===== src/hdl/fcl_pkg.sv =====
// Shared constants, codes and types for the fully connected layer.
`timescale 1ns / 1ps

package fcl_pkg;

    // Store sizes
    localparam int MAX_IN  = 64;
    localparam int MAX_OUT = 64;

    // Field and counter widths
    localparam int IDX_W   = 6;     // feature index width
    localparam int CNT_W   = 7;     // count width, holds 0..127
    localparam int SMP_W   = 16;    // Q8.8 sample
    localparam int BIAS_W  = 32;    // Q16.16 bias / activation
    localparam int PROD_W  = 32;    // Q8.8 x Q8.8 product
    localparam int ACC_W   = 48;    // accumulator
    localparam int WADDR_W = 2 * IDX_W;

    // Largest count in use
    localparam logic [CNT_W-1:0] COUNT_LIMIT = CNT_W'(64);

    // Input word actions
    typedef enum logic [1:0] {
        ACT_WEIGHT = 2'd0,
        ACT_BIAS   = 2'd1,
        ACT_ROW    = 2'd2,
        ACT_NONE   = 2'd3
    } action_t;

    // Controls from the sequencer to the MAC unit
    typedef struct packed {
        logic clear;     // zero the accumulator
        logic mul_en;    // operands valid, register their product
        logic bias_en;   // add bias into the result
    } fcl_mac_ctrl_t;

endpackage


===== src/hdl/fcl_mac.sv =====
// Shared multiply-accumulate unit with bias add and 32-bit saturation.
`timescale 1ns / 1ps

module fcl_mac (
    input  logic                          clk,
    input  logic                          rst_n,
    input  fcl_pkg::fcl_mac_ctrl_t        ctrl,
    input  logic signed [fcl_pkg::SMP_W-1:0]  x,
    input  logic signed [fcl_pkg::SMP_W-1:0]  w,
    input  logic signed [fcl_pkg::BIAS_W-1:0] bias,
    output logic                          busy,
    output logic signed [fcl_pkg::BIAS_W-1:0] result,
    output logic                          clip
);
    import fcl_pkg::*;

    logic                     prod_valid_reg;
    logic signed [PROD_W-1:0] prod_reg;
    logic signed [ACC_W-1:0]  acc_reg;
    logic signed [ACC_W-1:0]  acc_next;
    logic signed [ACC_W-1:0]  sum;
    logic                     ovf;

    // Product stage
    always_ff @(posedge clk or negedge rst_n)
    begin
        if (!rst_n)
        begin
            prod_valid_reg <= 1'b0;
        end
        else
        begin
            prod_valid_reg <= ctrl.mul_en;
        end
    end

    always_ff @(posedge clk)
    begin
        if (ctrl.mul_en)
        begin
            prod_reg <= PROD_W'(x) * PROD_W'(w);
        end
    end

    // Accumulate stage
    always_comb
    begin
        acc_next = acc_reg;
        if (ctrl.clear)
        begin
            acc_next = '0;
        end
        else if (prod_valid_reg)
        begin
            acc_next = acc_reg + ACC_W'(prod_reg);
        end
    end

    always_ff @(posedge clk)
    begin
        acc_reg <= acc_next;
    end

    // Bias add and saturation
    always_comb
    begin
        sum = acc_reg;
        if (ctrl.bias_en)
        begin
            sum = acc_reg + ACC_W'(bias);
        end
        ovf = (sum[ACC_W-1:BIAS_W-1] != '0) && (sum[ACC_W-1:BIAS_W-1] != '1);
        if (ovf)
        begin
            result = sum[ACC_W-1] ? {1'b1, {(BIAS_W-1){1'b0}}} : {1'b0, {(BIAS_W-1){1'b1}}};
        end
        else
        begin
            result = sum[BIAS_W-1:0];
        end
        clip = ovf;
    end

    assign busy = prod_valid_reg;

endmodule


===== config.mk =====
export PLATFORM = sky130hd
export DESIGN_NAME = fcl_mac
export DESIGN_NICKNAME = d
export VERILOG_FILES = /design/src/hdl/fcl_pkg.sv /design/src/hdl/fcl_mac.sv
export SDC_FILE = /design/constraint.sdc
export NUM_CORES = 1
export LEC_CHECK = 0
export BUFFER_PORTS_ARGS = -buffer_cell sky130_fd_sc_hd__buf_2
export CAP_MARGIN = 15
export CORE_MARGIN = 2
export CORE_UTILIZATION = 57
export DETAILED_ROUTE_END_ITERATION = 6
export PLACE_DENSITY_LB_ADDON = 0.15
export RECOVER_POWER = 25
export SLEW_MARGIN = 40
export SYNTH_ARGS = -nofsm -noshare
export SYNTH_HDL_FRONTEND = slang
export SYNTH_SLANG_ARGS = --single-unit
export TNS_END_PERCENT = 5

===== constraint.sdc =====
create_clock -name clk -period 5.2 [get_ports clk]
set_input_delay 0 -clock clk [delete_from_list [all_inputs] [get_ports clk]]
set_output_delay 0 -clock clk [all_outputs]
set_load 0.03 [all_outputs]

; Word-level counts from Yosys, hierarchy flattened
; Cells that the tools add are included.
[totals]
regBits = 81
latchBits = 0
mem_bits_rw = 0
mem_bits_ro = 0
inputBits = 69
out_inout_bits = 34
wordCells = 12
n_memories = 0
[op_classes]
add_sub_neg = 2
n_mul = 1
div = 0
magnitude_cmp = 0
eq_ne = 1
shift = 0
muxes = 3
n_bitwise = 0
n_reduce_logical = 2
[ops]
columns = op, count
row1 = adder 48 x 32 -> 48 bit, 2
row2 = two-way mux 32 bit, 2
row3 = two-way mux 48 bit, 1
row4 = multiplier 16 x 16 -> 32 bit, 1
row5 = "inequality test 17 bit, second input constant", 1
row6 = nonzero test 17 bit, 1
row7 = logical AND 1 bit, 1

; Logic depth before layout (Yosys ltp)
; Gate-level depths: netlist of the first run.
[logic_depth]
ltp_word = 5
ltp_mapped = 27
depth_no_buf = 26

; Least setup slack after synthesis of the first run
; OpenSTA, ideal clock, no wires.
[synth_timing]
path_kind = in2reg
from = in x[15] (netlist bit)
to = reg prod_reg[29] (data pin)
setup_ns = 0.263
t_arrival_ns = 5.765
required_ns = 4.937
setup_slack_ns = -0.828
stages = 24
n_path_buf = 1
path_cell_list = clkbuf_1 nand2_1 fa_1 fa_1 fa_1 inv_1 fa_1 fa_1 inv_1 fa_1 inv_1 ha_1 a21o_1 a2111oi_0 o21ai_0 nand2_1 nor2_1 a21oi_1 a31oi_1 a21o_1 a21o_1 a21o_1 nand2_1 a21oi_1
[synth_between]
elab_chain_len = 1
[synth_rtl]
columns = item, line_no
row1 = start: declaration, fcl_mac.sv:8  ; input logic signed [fcl_pkg::SMP_W-1:0] x,
row2 = multiplier 16 x 16 -> 32 bit, fcl_mac.sv:41  ; prod_reg <= PROD_W'(x) * PROD_W'(w);
row3 = end signal: assignment, fcl_mac.sv:41
row4 = end: declaration, fcl_mac.sv:18  ; logic signed [PROD_W-1:0] prod_reg;
; No other way between the ends.
; A chain may end at the register's enable or synchronous reset.

; Worst setup path after layout of the first run
[layout_timing]
from = in w[6] (netlist bit)
to = reg prod_reg[29] (data pin)
[layout_between]
elab_chain_len = 1
[layout_rtl]
columns = item, line_no
row1 = start: declaration, fcl_mac.sv:9  ; input logic signed [fcl_pkg::SMP_W-1:0] w,
row2 = multiplier 16 x 16 -> 32 bit, fcl_mac.sv:41
; No other way between the ends.

==> flow_metrics.py, run 1 <==
metrics = {
    "synthesis": {
        "yosysTopAreaCell": "fa_1",
        "yosysMostFrequentCell": "inv_1",
        "syn_area_per_cell_sq_um": 8.56,
        "synthFlopType": "dfxtp_1",
        "synth_top_cells_by_area": "fa_1 28%, ha_1 12%, inv_1 6.7%",
        "syn_area_sq_um": 18600,
        "ys_top_cells_by_count": "332 x inv_1, 264 x fa_1, 204 x nand2_1",
        "synth_nets": 2678,
        "synth_seq_area_share_pct": 10.5,
        "synth_edf_count": 32,
        "synthCells": 2169,
        "ys_warn_count": 0,
        "ys_ff_latch": 81,
        "yosysUniqueCellTypes": 74,
        "synth_top_area_share_pct": 28.5,
        "synthArstFlopShare_pct": 1.23,
    },
    "drt": {
        "drt_wl_total_mm": 44.9,
        "avgViaCountPerCell": 5.49,
        "first_iter_violations": 812,
        "drtPass1Iterations": 5,
        "wl_per_cell_um": 16.0,
        "drtAntennaViolNets": 0,
        "vias": 15440,
        "route.detailed.drc": 0,
    },
    "floorplan": {
        "start_util_pct": 57.5,
        "dieArea_sq_um": 34000,
        "core-area_sq_um": 32300,
        "die_width_um": 184,
        "ios": 103,
        "rows": 66,
        "die_h_um": 184,
    },
    "timing": {
        "worstMarginPinSlew_ps": 1650,
        "skew_ps": 7.80,
        "tns_ps": -651,
        "timing.fmax_mhz": 186,
        "setup_violations": 5,
        "rsz0062_at_grt": "true",
        "report.final.slew_viol_count": 34,
        "hold_viol_final": 0,
        "fin_crit_ps": 5380,
        "slew_headroom_pct": -9.88,
        "worst_slack_ps": -175,
        "post-route-period-util_pct": 103,
    },
    "worst_setup_path": {
        "critPathRequiredTime_ps": 5290,
        "crit_type": "input pin to flip-flop",
        "cp_data_arrival_time_ps": 5460,
        "critPathLaunchType": "input pin",
        "critPathMaxFanout": 12,
        "endpoint_kind": "flip-flop",
    },
    "grt": {
        "grt_pass1_vias": 15518,
        "overflow": 0,
        "antenna_found_initial": 0,
        "grt_start_max_net_pins": 60,
        "grt_pass1_wl_mm": 74.9,
        "grt_usage_pct": 27.0,
    },
    "finish": {
        "final_nets": 2872,
        "largest_reg_flops": 48,
        "num_antenna_cells": 0,
        "final_area_sq_um": 21000,
        "syn_to_final_growth_pct": 13.3,
        "drive_gt1_share_pct": 14.5,
    },
    "cts": {
        "cts_root_buf": "clkbuf_16",
        "clk_pin_slew_worst_paths_ps": 60,
        "cts_tree": "yes",
        "clk_path_buf_depth": 2,
        "cts_sinks": 81,
        "htreeDepth": 3,
        "clk_latency_ps": 340,
        "cts_made_buffers": 9,
    },
    "run": {
        "cap_violations": 1,
    },
    "min_path": {
        "hp-class": "input pin to flip-flop",
    },
    "placed_design": {
        "port_buffers": 102,
        "postPlaceCellArea_sq_um": 20600,
        "gp_congestion": 0.908,
        "hpwl_mm": 38.6,
    },
    "status": {
        "violations": "max-capacitance violations, max-slew violations, negative setup slack",
        "status": "complete, but fails checks",
    },
}
[stage by stage]
stage	setup slack (ps)	utilization, %	hold WS [ps]	cells
CTS	-210	65.0	145	2810
floorplan	-186	-	-296	2169
detailed placement	-829	63.9	-222	2792
finish	-175	65.2	104	2810
global route	-412	65.2	136	2810
global placement	-594	63.9	-225	2792
[metal layers]
layer	vias up	part of all wire (%)	track usage, %
met4	0	1.9	7.20
met5	-	0	0
met1	7372	47	37.9
met2	435	46	45.3
li1	7581	-	-
met3	52	4.6	2.07
[kinds of logic (layout without fill, tap and decap cells)]
group	count (synthesis)	in the layout	share of synthesized area [%]
AND/OR/NAND/NOR	663	663	17.9
adder cells (fa/ha/maj)	440	440	40.3
buffers and inverters	409	608	8.35
AO/OA/AOI/OAI	400	400	14.2
XOR/XNOR	111	111	5.24
flip-flops	81	81	10.5
multiplexers	65	65	3.58
[cell usage in the layout (no fill, tap or decap), types with 12 or more instances in the layout]
master    synthesis  routed
o21ai_1          14      18
a21o_1           60      60
edfxtp_1         32      32
nor3_1           20      20
nand3_1          63      62
buf_2             7      82
xor2_1           36      36
dfxtp_1          48      48
and2_1          135     127
o211ai_1         13      13
mux2i_1          53      53
o21ai_0          56      49
fa_1            264     256
mux2_2           12      12
o21ai_2          11      14
a31oi_1          17      16
o21bai_1         18      18
ha_1            176     172
buf_4             0     164
inv_1           332     330
a21oi_1         110     109
xnor2_1          75      74
nand2b_1         33      33
and3_1           16      16
o21a_1           17      17
a211oi_1         22      21
nor2_1          124     124
nor2b_1          14      14
nand2_1         204     202
nand4_1          21      21
[cell type report]
cell class / count / area, sq um
multi-input cells: 1679 / 15200
inverters: 332 / 1250
flip-flops and latches: 81 / 1950
repair buffers: 260 / 1790
well taps: 442 / 553
clock inverters: 5 / 32.5
clock buffers: 11 / 243
fillers: 2751 / 11200
[final timing paths]
path / start / end / slack [ps] / depth (start not counted)
min: ctrl[2] / acc_reg[37]$_SDFFE_PP0P_ / 100 / 2
min in group asynchronous: rst_n / busy$_DFF_PN0_ / 490 / 3
max reg2reg: prod_reg[0]$_DFFE_PP_ / acc_reg[46]$_SDFFE_PP0P_ / 950 / 15
max: w[6] / prod_reg[29]$_DFFE_PP_ / -180 / 24
min reg2reg: acc_reg[1]$_SDFFE_PP0P_ / acc_reg[1]$_SDFFE_PP0P_ / 540 / 2
max in group asynchronous: rst_n / busy$_DFF_PN0_ / 4590 / 3
[critical path, stage by stage]
cell	delay [ps]
buf_2	170
buf_4	170
and2_1	160
fa_1	470
fa_1	540
fa_2	610
fa_1	440
fa_1	490
inv_1	50
fa_1	470
inv_1	60
ha_4	220
a2111oi_4	350
o21ai_1	110
nand2_1	90
nor2_1	60
a21oi_2	130
a31oi_2	120
buf_4	160
a21o_1	150
a21o_1	170
a21o_1	170
nand2_1	60
a21oi_1	50
[what timing repair did]
action | CTS | global route
gates resized for setup | 28 | 19
endpoints found under the hold margin | 1 | 0
buffers inserted | 0 | 0
hold buffers | 2 | 0
setup endpoints to repair | 11 | 12
pin swaps | 3 | 12
Power of run 1 is not shown: default switching activity piles up to over one toggle a cycle in this logic, so the estimate is an artifact.
==> run 2, diff against run 1 <==
--- a/config.mk
+++ b/config.mk
@@ -7,7 +7,7 @@
 export LEC_CHECK = 0
 export BUFFER_PORTS_ARGS = -buffer_cell sky130_fd_sc_hd__buf_2
 export CAP_MARGIN = 15
-export CORE_MARGIN = 2
+export CORE_MARGIN = 5
 export CORE_UTILIZATION = 57
 export DETAILED_ROUTE_END_ITERATION = 6
 export PLACE_DENSITY_LB_ADDON = 0.15
==> flow_metrics.py, run 2 (same netlist as run 1, synthesis figures left out) <==
metrics = {
    "grt": {
        "overflow": 0,
        "grtUsageMet2_pct": 41.9,
        "grt_pass1_vias": 15728,
        "grt_usage_pct": 25.0,
        "use_met3_pct": 2.14,
        "antenna_found_initial": 0,
        "top_usage_layer": "met2",
        "grt_pass1_wl_mm": 75.8,
        "grt_start_max_net_pins": 60,
        "gr-usage-met1_pct": 35.6,
    },
    "timing": {
        "hold_viol_final": 0,
        "setup_violations": 4,
        "worstMarginPinSlew_ps": 1660,
        "skew_ps": 6.27,
        "post-route-period-util_pct": 103,
        "worst_slack_ps": -159,
        "timing.fmax_mhz": 187,
        "rsz0062_at_grt": "true",
        "tns_ps": -475,
        "report.final.slew_viol_count": 34,
        "slew_headroom_pct": -10.7,
        "fin_hold_ws_ps": 95.7,
        "fin_crit_ps": 5360,
    },
    "drt": {
        "first_iter_violations": 695,
        "vias": 15490,
        "drtAntennaViolNets": 0,
        "route.detailed.drc": 0,
        "wl_per_cell_um": 15.8,
        "avgViaCountPerCell": 5.51,
        "drt_wl_total_mm": 44.5,
        "drtPass1Iterations": 5,
    },
    "min_path": {
        "hold_depth": 2,
        "hp-class": "input pin to flip-flop",
    },
    "cts": {
        "clk_path_buf_depth": 2,
        "cts_made_buffers": 9,
        "cts_root_buf": "clkbuf_16",
        "htreeDepth": 3,
        "cts_sinks": 81,
        "cts_tree": "yes",
        "clk_latency_ps": 340,
        "clk_pin_slew_worst_paths_ps": 60,
    },
    "floorplan": {
        "die_h_um": 190,
        "start_util_pct": 57.4,
        "rows": 66,
        "dieArea_sq_um": 36300,
        "core-area_sq_um": 32400,
        "ios": 103,
        "die_width_um": 190,
    },
    "worst_setup_path": {
        "slowest_stage": "fa_2",
        "ff2ff_path_depth": 15,
        "cp_data_arrival_time_ps": 5430,
        "critPathRequiredTime_ps": 5270,
        "critical_path.top_delay_family": "adder cells",
        "crit_top_cell": "fa_1",
        "cp_num_buf_inv": 6,
        "critPathMaxFanout": 9,
        "crit_type": "input pin to flip-flop",
        "crit_cells": 26,
        "endpoint_kind": "flip-flop",
        "crit_path_max_incr_delay_ps": 550,
        "critPathLaunchType": "input pin",
    },
    "finish": {
        "drive_gt1_share_pct": 15.1,
        "nFillCells": 2776,
        "num_antenna_cells": 0,
        "final_nets": 2874,
        "layout_commonest_cell": "inv_1",
        "syn_to_final_growth_pct": 14.3,
        "layout.cells.most_common_list": "327 x inv_1, 255 x fa_1, 201 x nand2_1, 170 x ha_1, 154 x buf_4",
        "final_area_sq_um": 21200,
        "largest_reg_flops": 48,
    },
    "placed_design": {
        "postPlaceCellArea_sq_um": 20600,
        "hpwl_mm": 38.4,
        "gp_congestion": 0.938,
        "port_buffers": 102,
        "post-place-ws_ps": -693,
    },
    "status": {
        "violations": "max-capacitance violations, max-slew violations, negative setup slack",
        "status": "complete, but fails checks",
    },
    "run": {
        "cap_violations": 1,
    },
}
==> run 2: per-stage QoR <==
stage / util [%] / cells
final: 65.5 / 2812
after global routing: 65.5 / 2812
after CTS: 65.0 / 2808
after detailed placement: 63.7 / 2789
after global placement: 63.7 / 2789
after floorplan: - / 2169
==> run 2: timing repair <==
item | 4_1_cts | 5_1_grt
gates cloned | 0 | 0
pin swaps | 5 | 17
setup buffers | 1 | 4
endpoints found under the setup margin | 10 | 42
endpoints found under the hold margin | 1 | 0
resized for setup | 32 | 52
hold buffers | 2 | 0
==> run 2: path summary, 6_finish.rpt <==
kind	startpoint	to	slack [ps]
setup / recovery	x[12]	prod_reg[31]$_DFFE_PP_	-160
hold / removal	ctrl[2]	acc_reg[44]$_SDFFE_PP0P_	100
setup reg to reg	prod_reg[0]$_DFFE_PP_	acc_reg[46]$_SDFFE_PP0P_	1040
hold reg to reg	acc_reg[4]$_SDFFE_PP0P_	acc_reg[4]$_SDFFE_PP0P_	550
max in group asynchronous	rst_n	busy$_DFF_PN0_	4600
min in group asynchronous	rst_n	busy$_DFF_PN0_	490
==> run 2: cell type report <==
cell class | count | area [sq um] | share of cell area [%]
multi-input cells | 1679 | 15300 | 72.1
flip-flops and latches | 81 | 1950 | 9.18
repair buffers | 262 | 1880 | 8.88
inverters | 332 | 1250 | 5.87
well taps | 442 | 553 | 2.61
clock buffers | 15 | 280 | 1.32
clock inverters | 1 | 8.76 | 0.0413
==> run 2: per-layer routing <==
metal  routed length (um)  share of wire (%)  vias up
li1                     -                  -     7569
met2                20500                 46      434
met4                  805                1.8        0
met1                20900                 47     7435
met3                 2380                5.3       52
met5                    0                  0        -
Power of run 2 is left out for the same reason.
